===== config.mk =====
export PLATFORM = sky130hd
export DESIGN_NAME = dual_sensor_windowed_debounce
export DESIGN_NICKNAME = d
export VERILOG_FILES = /design/src/rtl/core/dswd_pkg.sv /design/src/rtl/core/dual_sensor_windowed_debounce.sv
export SDC_FILE = /design/constraint.sdc
export NUM_CORES = 1
export LEC_CHECK = 0
export BUFFER_PORTS_ARGS = -buffer_cell sky130_fd_sc_hd__buf_2
export CORE_AREA = 2 2 178 180
export CTS_CLUSTER_DIAMETER = 50
export DETAILED_ROUTE_END_ITERATION = 8
export DIE_AREA = 0 0 180 182
export PLACE_DENSITY_LB_ADDON = 0.2
export RECOVER_POWER = 50
export SKIP_LAST_GASP = 1
export SYNTH_ARGS = -nofsm -noshare
export SYNTH_HDL_FRONTEND = slang
export SYNTH_SLANG_ARGS = --single-unit

===== constraint.sdc =====
create_clock -name clk -period 7.2 [get_ports clk]
set_clock_uncertainty 0.2 [all_clocks]
set_input_delay 0.36 -clock clk [delete_from_list [all_inputs] [get_ports clk]]
set_output_delay 0.36 -clock clk [all_outputs]
set_load 0.05 [all_outputs]

===== src/rtl/core/dswd_pkg.sv =====
`timescale 1ns / 1ps

package dswd_pkg;

  // Field widths
  localparam int unsigned TIME_W  = 32;
  localparam int unsigned CFG_W   = 16;
  localparam int unsigned COUNT_W = 8;
  localparam int unsigned IDX_W   = 2;

  // Stream payload widths, tdata padded to whole bytes
  localparam int unsigned IN_TDATA_W  = 40;
  localparam int unsigned OUT_TDATA_W = 24;
  localparam int unsigned OUT_TUSER_W = 2;

  // Register reset values
  localparam logic [CFG_W-1:0]   TIMEOUT_RST  = 16'd60;
  localparam logic [CFG_W-1:0]   INTERVAL_RST = 16'd10;
  localparam logic [COUNT_W-1:0] REQUIRED_RST = 8'd4;

  localparam logic [COUNT_W-1:0] COUNT_MAX = 8'd255;

  // Register indexes on the configuration port
  typedef enum logic [IDX_W-1:0] {
    CFG_TIMEOUT  = 2'd0,
    CFG_INTERVAL = 2'd1,
    CFG_REQUIRED = 2'd2
  } cfg_idx_t;

  // Event code carried with each result
  typedef enum logic [1:0] {
    EVT_NONE    = 2'd0,
    EVT_START   = 2'd1,
    EVT_TIMEOUT = 2'd2,
    EVT_BOTH    = 2'd3
  } evt_t;

endpackage


===== src/rtl/core/dual_sensor_windowed_debounce.sv =====
`timescale 1ns / 1ps

// Channel | Dir | Fields (lowest bit first)
// --------+-----+--------------------------------------------------------------
// in_     | in  | tdata: now_seconds[31:0], sens1_trig[32], sens2_trig[33]
// out_    | out | tuser: event_res[1:0]; tdata: sensor1_done_now, sensor2_done_now,
//         |     |   sensor1_ok, sensor2_ok, window_active, count1[12:5], count2[20:13]
// cfg_    | in  | wr_en, index (0 timeout, 1 interval, 2 required count), wdata
//
// One poll per cycle. A transfer on in_ updates the window state and loads the
// result register in the same edge; the result appears in the next cycle.
// The single result register sets the rate: in_tready is high while it is
// empty or being drained, so polls stream back to back under no stall.
// rst_n is synchronous: it closes the window and restores register defaults.
// A stalled out_ holds the result and back-pressures in_ without loss.

module dual_sensor_windowed_debounce
  import dswd_pkg::*;
(
  input  logic                   clk,
  input  logic                   rst_n,
  // configuration write port
  input  logic                   cfg_wr_en,
  input  logic [IDX_W-1:0]       cfg_index,
  input  logic [CFG_W-1:0]       cfg_wdata,
  // poll stream
  input  logic                   in_tvalid,
  output logic                   in_tready,
  input  logic [IN_TDATA_W-1:0]  in_tdata,   // now_seconds, sens1_trig, sens2_trig, pad
  // result stream
  output logic                   out_tvalid,
  input  logic                   out_tready,
  output logic [OUT_TDATA_W-1:0] out_tdata,  // done1, done2, ok1, ok2, active, count1,
                                             // count2, pad
  output logic [OUT_TUSER_W-1:0] out_tuser   // event_res
);

  // Configuration registers
  logic [CFG_W-1:0]   timeout_r;
  logic [CFG_W-1:0]   interval_r;
  logic [COUNT_W-1:0] required_r;

  // Window state
  logic               active_r,      active_nxt;
  logic [TIME_W-1:0]  win_start_r,   win_start_nxt;
  logic [1:0]         seen_r,        seen_nxt;
  logic [1:0]         qual_r,        qual_nxt;
  logic [COUNT_W-1:0] cnt_r [2];
  logic [COUNT_W-1:0] cnt_nxt [2];
  logic [TIME_W-1:0]  last_r [2];
  logic [TIME_W-1:0]  last_nxt [2];

  // Result register
  logic                   out_valid_r;
  logic [OUT_TDATA_W-1:0] out_data_r, out_data_nxt;
  logic [OUT_TUSER_W-1:0] out_user_r;
  evt_t                   evt_nxt;

  // Poll fields and derived terms
  logic [TIME_W-1:0] now;
  logic [1:0]        lvl;
  logic [1:0]        done_nxt, ok_nxt;
  logic [TIME_W-1:0] win_age;
  logic [TIME_W-1:0] samp_age [2];
  logic              in_xfer;

  assign now = in_tdata[TIME_W-1:0];
  assign lvl = in_tdata[TIME_W+1:TIME_W];

  // Accept a poll whenever the result register is free or being drained
  assign in_tready = !out_valid_r || out_tready;
  assign in_xfer   = in_tvalid && in_tready;

  assign win_age = now - win_start_r;

  always_comb begin
    active_nxt    = active_r;
    win_start_nxt = win_start_r;
    seen_nxt      = seen_r;
    qual_nxt      = qual_r;
    evt_nxt       = EVT_NONE;
    done_nxt      = 2'b00;
    ok_nxt        = 2'b00;
    for (int i = 0; i < 2; i++) begin
      cnt_nxt[i]  = cnt_r[i];
      last_nxt[i] = last_r[i];
      samp_age[i] = now - last_r[i];
    end

    if (!active_r) begin
      // Open the window on the first high trigger; nothing else is checked this poll
      if (lvl != 2'b00) begin
        active_nxt    = 1'b1;
        win_start_nxt = now;
        evt_nxt       = EVT_START;
        for (int i = 0; i < 2; i++) begin
          if (lvl[i]) begin
            seen_nxt[i] = 1'b1;
            cnt_nxt[i]  = COUNT_W'(1);
            last_nxt[i] = now;
          end
        end
      end
    end else if (win_age >= {{(TIME_W-CFG_W){1'b0}}, timeout_r}) begin
      // Timeout takes priority over the both-qualified close
      evt_nxt       = EVT_TIMEOUT;
      ok_nxt        = qual_r;
      active_nxt    = 1'b0;
      win_start_nxt = '0;
      seen_nxt      = 2'b00;
      qual_nxt      = 2'b00;
      for (int i = 0; i < 2; i++) begin
        cnt_nxt[i]  = '0;
        last_nxt[i] = '0;
      end
    end else if (qual_r == 2'b11) begin
      evt_nxt       = EVT_BOTH;
      active_nxt    = 1'b0;
      win_start_nxt = '0;
      seen_nxt      = 2'b00;
      qual_nxt      = 2'b00;
      for (int i = 0; i < 2; i++) begin
        cnt_nxt[i]  = '0;
        last_nxt[i] = '0;
      end
    end else begin
      // Sample each unqualified sensor at most once per interval
      for (int i = 0; i < 2; i++) begin
        if (!qual_r[i]) begin
          if (!seen_r[i]) begin
            if (lvl[i]) begin
              seen_nxt[i] = 1'b1;
              cnt_nxt[i]  = COUNT_W'(1);
              last_nxt[i] = now;
            end
          end else if (samp_age[i] >= {{(TIME_W-CFG_W){1'b0}}, interval_r}) begin
            last_nxt[i] = now;
            if (lvl[i]) begin
              // Saturate at the count limit
              cnt_nxt[i] = (cnt_r[i] == COUNT_MAX) ? COUNT_MAX : cnt_r[i] + COUNT_W'(1);
              if (cnt_nxt[i] >= required_r) begin
                qual_nxt[i] = 1'b1;
                done_nxt[i] = 1'b1;
              end
            end else begin
              cnt_nxt[i] = '0;
            end
          end
        end
      end
    end

    out_data_nxt = {3'b000, cnt_nxt[1], cnt_nxt[0], active_nxt,
                    ok_nxt[1], ok_nxt[0], done_nxt[1], done_nxt[0]};
  end

  // Configuration registers
  always_ff @(posedge clk) begin
    if (!rst_n) begin
      timeout_r  <= TIMEOUT_RST;
      interval_r <= INTERVAL_RST;
      required_r <= REQUIRED_RST;
    end else if (cfg_wr_en) begin
      case (cfg_index)
        CFG_TIMEOUT:  timeout_r  <= cfg_wdata;
        CFG_INTERVAL: interval_r <= cfg_wdata;
        CFG_REQUIRED: required_r <= cfg_wdata[COUNT_W-1:0];
        default: ;
      endcase
    end
  end

  // Window state: advance on each poll transfer
  always_ff @(posedge clk) begin
    if (!rst_n) begin
      active_r    <= 1'b0;
      win_start_r <= '0;
      seen_r      <= 2'b00;
      qual_r      <= 2'b00;
      for (int i = 0; i < 2; i++) begin
        cnt_r[i]  <= '0;
        last_r[i] <= '0;
      end
    end else if (in_xfer) begin
      active_r    <= active_nxt;
      win_start_r <= win_start_nxt;
      seen_r      <= seen_nxt;
      qual_r      <= qual_nxt;
      for (int i = 0; i < 2; i++) begin
        cnt_r[i]  <= cnt_nxt[i];
        last_r[i] <= last_nxt[i];
      end
    end
  end

  // Result register: load on poll transfer, drop once taken
  always_ff @(posedge clk) begin
    if (!rst_n) begin
      out_valid_r <= 1'b0;
    end else if (in_xfer) begin
      out_valid_r <= 1'b1;
    end else if (out_tready) begin
      out_valid_r <= 1'b0;
    end
  end

  always_ff @(posedge clk) begin
    if (in_xfer) begin
      out_data_r <= out_data_nxt;
      out_user_r <= evt_nxt;
    end
  end

  assign out_tvalid = out_valid_r;
  assign out_tdata  = out_data_r;
  assign out_tuser  = out_user_r;

endmodule

; Word level (Yosys, flattened, before mapping)
; Memories as Yosys holds them, arrays and structs flattened.
; Index checks and enable logic that the tools add are counted.
[totals]
ff_bits = 101
mem_bits_rw = 80
input_bits = 63
out_inout_bits = 28
word_cells = 132
memories = 2
[mem_list]
columns = name, words, width, read_ports, rd_clocked_by_memory_dff, write_ports, line_no
row1 = last_r, 2, 32, 2, 0, 2, dual_sensor_windowed_debounce.sv:50  ; logic [TIME_W-1:0] last_r [2];
row2 = cnt_r, 2, 8, 2, 0, 2, dual_sensor_windowed_debounce.sv:48  ; logic [COUNT_W-1:0] cnt_r [2];
[op_classes]
addsub = 5
order_cmp = 5
n_eq_ne = 8
mux = 74
bitwise = 5
n_reduce_logical = 19
[op_table]
columns = op, count
row1 = 32-bit 2-to-1 mux, 14
row2 = 64-bit 2-to-1 mux, 4
row3 = 8-bit 2-to-1 mux, 14
row4 = 32-bit by 16-bit >= comparator with 1-bit output, 3
row5 = 32-bit subtractor, 3
row6 = 16-bit 2-to-1 mux, 4
row7 = 1-bit 2-to-1 mux, 29
row8 = 2-bit 2-to-1 mux, 9
row9 = "8-bit by 1-bit adder with 8-bit output, second input constant", 2
row10 = "8-bit equality test, second input constant", 2
row11 = 8-bit >= comparator, 2
row12 = 2-bit AND reduction, 5
row13 = 2-bit nonzero test, 5
row14 = "4-bit by 2-bit inequality test with 1-bit output, second input constant", 2
row15 = 4-bit AND reduction, 2
row16 = 4-bit OR reduction, 2
row17 = "2-bit equality test, second input constant", 2
row18 = 1-bit bitwise OR, 4
row19 = "3-bit by 1-bit inequality test with 1-bit output, second input constant", 1
row20 = 3-bit AND reduction, 1
row21 = "2-bit by 1-bit equality test with 1-bit output, second input constant", 1
row22 = 2-bit logical NOT, 1
row23 = 1-bit logical AND, 1
row24 = 1-bit logical NOT, 1
row25 = other kinds (2), 2

; Longest topological paths before layout
; Gate-level depths: netlist of run 1.
; An unclocked memory read counts as a cell.
[logic_depth]
depth_word = 11
ltp_mapped = 26
ltp_nobuf = 23

; Least setup slack after synthesis of run 1
; OpenSTA, ideal clock, no wires.
[synth_timing]
kind = input port to flip-flop
start = input in_tdata[0]
end = memory last_r[0][0] (enable)
arrival_time_ps = 6325
required_time_ps = 6530
slack_ps = 205
path_stages = 25
n_path_buf = 3
cell_sequence = inv_1 -> ha_1 -> inv_1 -> fa_1 -> a21o_1 -> a221o_1 -> a21oi_1 -> nor2_1 -> o21ai_0 -> nand2b_1 -> a21oi_1 -> xnor2_1 -> ha_1 -> a21oi_1 -> o21ai_0 -> o2111ai_1 -> nand4_1 -> nor4_2 -> and3_1 -> buf_2 -> and3_1 -> buf_2 -> buf_6 -> nor3b_1 -> o31ai_1
[synth_lines]
columns = element, line_no
row1 = "start, declared", dual_sensor_windowed_debounce.sv:29  ; input logic [IN_TDATA_W-1:0] in_tdata,
row2 = "end, declared", dual_sensor_windowed_debounce.sv:50

; Final worst setup path of run 1
[layout_timing]
start = register win_start_r[4]
end = register win_start_r[26]
[layout_between]
elab_chain_len = 4
[layout_lines]
columns = element, line_no
row1 = "start, declared", dual_sensor_windowed_debounce.sv:45  ; logic [TIME_W-1:0] win_start_r, win_start_nxt;
row2 = "start signal, assigned", dual_sensor_windowed_debounce.sv:186  ; win_start_r <= win_start_nxt;
row3 = 32-bit subtractor *, dual_sensor_windowed_debounce.sv:74  ; assign win_age = now - win_start_r;
row4 = 32-bit by 16-bit >= comparator with 1-bit output *, dual_sensor_windowed_debounce.sv:104  ; end else if (win_age >= {{(TIME_W-CFG_W){1'b0}}, timeout_r}) begin
row5 = 3-bit by 1-bit inequality test with 1-bit output (no line) / 32-bit 2-to-1 mux (equally long branches), --
row6 = 3-bit AND reduction (no line) / 32-bit 2-to-1 mux (equally long branches), --
; Every way passes the cells marked *; elsewhere a longest branch is shown, timed or not.
; A chain may end at the register's enable or synchronous reset.

==> results.txt, run 1 <==
status: finished with violations
violated checks: capacitance limit, slew limit
Syn Inst Count: 2140
post-DP HPWL: 37.3 mm
Pre-antenna DRT Iters: 5
postcts setup bufs: 0
vias in the first global route: 15.0k
GRT Util Overall: 30.0%
DIE WIDTH: 180 um
CP Launch Point: win_start_r[4]
Finish-stage setup viols: 0
Hold WS: 0.0350 ns
CP endpoint kind: flip-flop
Max Freq: 155 MHz
Max Cap Viol: 2
Ys Warns: 0
worst-case clock buffer depth: 2
CTS tree: yes
crit path kind: flip-flop to flip-flop
share of cells above drive strength 1: 9.25%
Slew @ Worst Pin: 3.21 ns
Seq/Total Area, Yosys: 26.8%
top cells by area, synth: edfxtp_1, ha_1, dfxtp_1
Distinct cells, synth: 93
worst relative slew slack: -114%
Final Cycle Share: 89.8%
Cell Chain, Critical Path: inv_1 > ha_1 > a21o_1 > a31o_1 > a221o_1 > a211o_1 > nand2_1 > xnor2_1 > ha_1 > a211oi_1 > o211ai_1 > nor4_1 > o2111a_1 > nand4_1 > nor4_2 > and3_1 > a31o_1 > a22oi_1 > nor2b_1
Area growth syn-to-layout: 7.63%
CP arrival: 6.64 ns
Port-buffer cells: 81
PwrDens: 191 nW/um2
top post-synthesis cells by count: a21oi_1, nor2_1, nand2_1
DRC viols: 0
final hold violations: 0
total core area: 31000 um2
pin count of the biggest net entering global routing: 83
setup TNS: 0 ns
Max Fanout on Critical Path: 32
row count: 65
Async S/R FF share, synth: 0%
P_leak: 7.58 nW
Syn Area/Cell: 8.10 um2
Clk Latency, worst-skew pair: 0.46 ns
Pins Over Slew Limit: 113
Tmin final: 6.46 ns
via count: 15.8k
Hold Startpoint: in_tdata[0]
CTS Buf Count: 17
Die ar.: 32800 um2
largest stage delay on the critical path: 1.06 ns
placed insts: 2526
Worst VDD drop: 168 uV
filler cell count: 2817
total chip power: 0.00356 W
RSZ-0062 raised after global routing: no
initial antenna violation count: 2
Clock Sinks: 181
Register Area: 4660 um2
Placer Congestion: 0.952
non-filler cells, final: 2577
Synth Flop Type: edfxtp_1
clk slew on worst S/H paths: 0.08 ns
total grt overflow: 0
Starting DRT DRC Count: 1165
EDFF count, synth: 103
Routed wire per std cell: 19.3 um
Initial Util: 56.0%
multi-input logic area: 11600 um2
Critical Path Source Type: flip-flop
top-count cell post-synth: a21oi_1
I/O Pins: 91
critical path required time: 7.38 ns
drt total wl: 49.6 mm
post-synthesis cell area: 17300 um2
Die Ht: 182 um
crit path buf inv count: 1
first-pass GRT wire length: 78.8 mm
Synth Register Bits: 181
Worst R2R Start: win_start_r[4]
CTS Hold Buffers Added: 17
post-CTS sizing: 0
largest area contributor in the netlist: edfxtp_1
CTS H-tree lvls: 4
post-synth top area share: 17.8%
Slowest-stage cell, CP: a31o_1
worst hold path type: primary input to flip-flop
Final nets: 2385
Vias/cell: 6.15
root buffer cell: clkbuf_16
post-route ant nets: 0
Worst path top cell family by delay: compound AO/OA/AOI/OAI gates
==> per-layer routing <==
metal	GRT usage (%)	share of wire [%]	up-vias
met5	0	0	-
met4	11.8	3.4	0
met1	38.7	44	7514
met3	2.93	5.2	87
li1	-	-	7773
met2	51.8	48	474
==> final timing paths <==
| path | cells past startpoint | slack [ns] | to |
|---|---|---|---|
| setup reg to reg | 19 | 0.74 | win_start_r[26] |
| hold / removal | 3 | 0.03 | win_start_r[0] |
| hold reg to reg | 2 | 0.28 | timeout_r[10] |
| setup / recovery | 19 | 0.74 | win_start_r[26] |
==> power breakdown <==
group / switching [W] / internal, W
Combinational: 0.000824 / 0.000518
Sequential: 0.0000440 / 0.00116
Clock: 0.000464 / 0.000542
==> cell usage in the layout, fill, tap and decap left out, drive strengths merged, types with 33 or more instances in the layout <==
cell and n:
nor2 211, buf 66, ha 159, inv 178, a21o 41, nand2 205
a22oi 33, mux2 64, a21boi 38, o21ai 64, mux2i 78, a21oi 236
clkbuf 49, nand3 49, nor2b 59, xnor2 49, dfxtp 78, edfxtp 103
==> worst register-to-register path, stage by stage (launching register included) <==
cell and delay (ns):
dfxtp_1 0.35, inv_1 0.05, ha_1 0.35, a21o_1 0.22, a31o_1 0.22, a221o_1 0.44, a211o_1 0.40, nand2_1 0.10
xnor2_1 0.12, ha_1 0.26, a211oi_1 0.50, o211ai_1 0.16, nor4_1 0.31, o2111a_1 0.31, nand4_1 0.12, nor4_2 0.28
and3_1 0.53, a31o_1 1.06, a22oi_1 0.23, nor2b_1 0.18
==> cell families after synthesis <==
group	share of synthesized area, %
simple gates	20.0
compound gates	22.6
buf+inv	6.55
flops	26.8
fa+ha+maj	11.8
mux	8.66
xor+xnor	3.43
other cells	0.0216
==> final cells by class <==
cell class | instances | share of cell area [%]
clock inverters | 11 | 0.684
clock buffers | 21 | 2.64
multi-input cells | 1677 | 62.2
inverters | 172 | 3.46
repair buffers | 111 | 3.39
well taps | 402 | 2.70
diodes | 2 | 0.0268
flip-flops and latches | 181 | 24.9
==> registers in the layout (all words and copies together), names as in the netlist <==
register and flops:
out_tuser 2, required_r 8, cnt_r 16, timeout_r 16, seen_r 2, qual_r 2, out_tdata 21, active_r 1
win_start_r 32, out_tvalid 1, last_r 64, interval_r 16
==> metrics by stage <==
step	instance area, um2	setup WS (ns)	util, %
after floorplan	17300	0.205	-
after global placement	17900	0.751	57.8
after detailed placement	17900	0.663	57.8
after CTS	18700	0.967	60.4
after global routing	18700	0.287	60.2
final	18700	0.737	60.2
(Power assumes the default switching activity.)
==> run 2, diff against run 1 <==
--- a/config.mk
+++ b/config.mk
@@ -5,11 +5,12 @@
 export SDC_FILE = /design/constraint.sdc
 export NUM_CORES = 1
 export LEC_CHECK = 0
+export ABC_AREA = 1
 export BUFFER_PORTS_ARGS = -buffer_cell sky130_fd_sc_hd__buf_2
-export CORE_AREA = 2 2 178 180
+export CORE_AREA = 2 2 182 184
 export CTS_CLUSTER_DIAMETER = 50
 export DETAILED_ROUTE_END_ITERATION = 8
-export DIE_AREA = 0 0 180 182
+export DIE_AREA = 0 0 184 186
 export PLACE_DENSITY_LB_ADDON = 0.2
 export RECOVER_POWER = 50
 export SKIP_LAST_GASP = 1
==> run 2 against run 1 <==
Effect of this change: the run still ends with capacitance limit, slew limit left; worst hold slack worse by 0.013 ns; highest routed layer is now met5; design area up 5.5%; via count up 18%; flip-flop and latch count unchanged; die area up 4.5%; sequential share of layout area down 1.3 points; critical endpoint is now last_r[0][39]; largest cell class unchanged; first-iteration DRC count up 26%; total power up 3.8%; fmax up 13%; sequential power about the same; utilization up 0.92 points.
==> results.txt, run 2 <==
post-synthesis cell area: 18400 um2
Max Fanout on Critical Path: 28
RSZ-0062 raised after global routing: no
post-synthesis adder-cell area fraction: 11.1%
Final Cycle Share: 79.1%
Worst VDD drop: 175 uV
CP Launch Point: win_start_r[0]
critical path required time: 7.30 ns
Critical Path Source Type: flip-flop
CTS Buf Count: 17
uppermost routed layer: met5
final hold violations: 0
top cells by area, synth: nand2_1, edfxtp_1, ha_1
via count: 18.7k
metal2 WL: 26.1 mm
Initial Util: 57.3%
non-filler cells, final: 3327
setup TNS: 0 ns
post-synth top area share: 17.6%
post-DP HPWL: 46.6 mm
Clk Latency, worst-skew pair: 0.46 ns
DRC viols: 0
PwrDens: 188 nW/um2
Finish-stage setup viols: 0
Pre-antenna DRT Iters: 6
largest area contributor in the netlist: nand2_1
GRT Util Overall: 34.5%
Vias/cell: 5.62
Async S/R FF share, synth: 0%
XOR/XNOR share of the synthesized area: 2.47%
worst relative slew slack: -39.6%
Max Freq: 176 MHz
most frequent cells in the layout: nand2_1, inv_1, nor2_1
top post-synthesis cells by count: nand2_1, inv_1, nor2_1
CP endpoint kind: flip-flop
total chip power: 0.00369 W
Max Cap Viol: 1
Syn Inst Count: 2858
Die ar.: 34200 um2
Clock Sinks: 181
Final nets: 3130
Tmin final: 5.70 ns
Metal-1 WL: 25.3 mm
DIE WIDTH: 184 um
CTS tree: yes
Synth Register Bits: 181
root buffer cell: clkbuf_16
filler cell count: 3221
EDFF count, synth: 103
first-pass GRT wire length: 91.8 mm
Port-buffer cells: 81
mux cell area share after synthesis: 0%
Syn Area/Cell: 6.45 um2
post-route ant nets: 0
Pins Over Slew Limit: 49
Layout Utilization: 61.1%
clk slew on worst S/H paths: 0.08 ns
vias in the first global route: 17.4k
crit path kind: flip-flop to flip-flop
commonest non-fill, non-tap cell in the layout: nand2_1
total grt overflow: 0
postcts setup bufs: 0
worst hold path type: primary input to flip-flop
violated checks: capacitance limit, slew limit
top-count cell post-synth: nand2_1
row count: 66
Ys Warns: 0
met3 WL: 3.50 mm
Area growth syn-to-layout: 6.78%
total core area: 32200 um2
Synth Flop Type: edfxtp_1
CP arrival: 5.79 ns
largest family of logic cells by synthesized area: simple AND/OR/NAND/NOR gates
drt total wl: 58.3 mm
worst-case clock buffer depth: 2
status: finished with violations
Die Ht: 186 um
Biggest register: last_r
CTS H-tree lvls: 4
Largest register FFs: 64
Worst R2R Start: win_start_r[0]
share of cells above drive strength 1: 8.53%
Slew @ Worst Pin: 2.09 ns
Distinct cells, synth: 51
initial antenna violation count: 2
P_leak: 9.56 nW
Compound-Gate Fraction of Synth Area: 17.7%
I/O Pins: 91
placed insts: 3285
Hold Startpoint: cfg_wdata[7]
Placer Congestion: 0.974
Starting DRT DRC Count: 1467
Seq/Total Area, Yosys: 25.2%
pin count of the biggest net entering global routing: 72
post-synthesis simple-gate area fraction: 30.8%
Routed wire per std cell: 17.5 um
run 2: cell count changes in the layout (fill, tap and decap cells not counted), moves of 33 or more:
cell / delta
nand3_1: +86
a21boi_0: -34
mux2_2: -64
inv_1: +322
o211ai_2: +47
o22ai_1: +57
nand2_1: +668
nor2b_1: -58
a21oi_2: +45
a21o_1: -39
nor2_1: +34
xnor2_1: -45
mux2i_1: -78
a22oi_1: -33
run 2: kinds of logic after synthesis:
logic type	count (synthesis)
XOR/XNOR	52
AO/OA/AOI/OAI	509
AND/OR/NAND/NOR	1373
buffers and inverters	580
flip-flops	181
other	1
adder cells (fa/ha/maj)	162
run 2: per-stage QoR:
stage          worst slack [ns]  hold slack (ns)  area [um2]
6_report                   1.50           0.0215       19700
5_1_grt                    1.10           0.0277       19700
4_1_cts                    2.02          0.00262       19800
3_5_place_dp               1.72            0.254       19100
3_3_place_gp               1.84            0.249       19100
2_1_floorplan              1.45            0.229       18400
run 2: worst max-delay path, cell delays in order, from the launching register on:
cell,delay [ns]
dfxtp_1,0.37
ha_1,0.16
inv_1,0.09
fa_1,0.45
nand2_1,0.10
nand2_1,0.09
nand3_1,0.08
nand2_1,0.13
nand3_1,0.11
nand3_1,0.17
xor2_1,0.20
ha_1,0.27
inv_1,0.07
nor3_1,0.05
a211oi_1,0.20
nand3_1,0.12
nor2_1,0.10
nand3_1,0.08
nor2_1,0.66
nand3_4,0.18
nor2_4,0.83
buf_4,0.48
o211ai_1,0.16
a21oi_1,0.16
run 2: power breakdown:
group	switching [W]	total, W	internal, W
combinational	0.00100	0.00147	0.000475
sequential	0.0000524	0.00123	0.00117
clock	0.000463	0.000992	0.000529
run 2: cell type report:
cell class | instances | area, um2 | area share [%]
Multi-Input combinational cell | 2099 | 11500 | 58.3
Sequential cell | 181 | 4660 | 23.6
Inverter | 505 | 1900 | 9.63
Timing Repair Buffer | 101 | 544 | 2.76
Tap cell | 408 | 510 | 2.59
Clock buffer | 20 | 478 | 2.43
Clock inverter | 12 | 128 | 0.648
Antenna cell | 1 | 2.50 | 0.0127
run 2: path summary, 6_finish.rpt:
path,to,slack [ns],depth (start not counted)
max,last_r[0][39],1.50,23
min,interval_r[7],0.02,3
max reg2reg,last_r[0][39],1.50,23
min reg2reg,win_start_r[24],0.26,2
run 2: per-layer routing:
layer  GRT usage, %  up-vias
met4           18.6        2
met3           4.60      151
met5              0        -
met1           44.4     8504
li1               -     9335
met2           56.2      701
run 2: what timing repair did:
| action | CTS | global route |
|---|---|---|
| hold endpoints to repair | 12 | 0 |
| gates resized for setup | 0 | 0 |
| hold buffers | 9 | 0 |
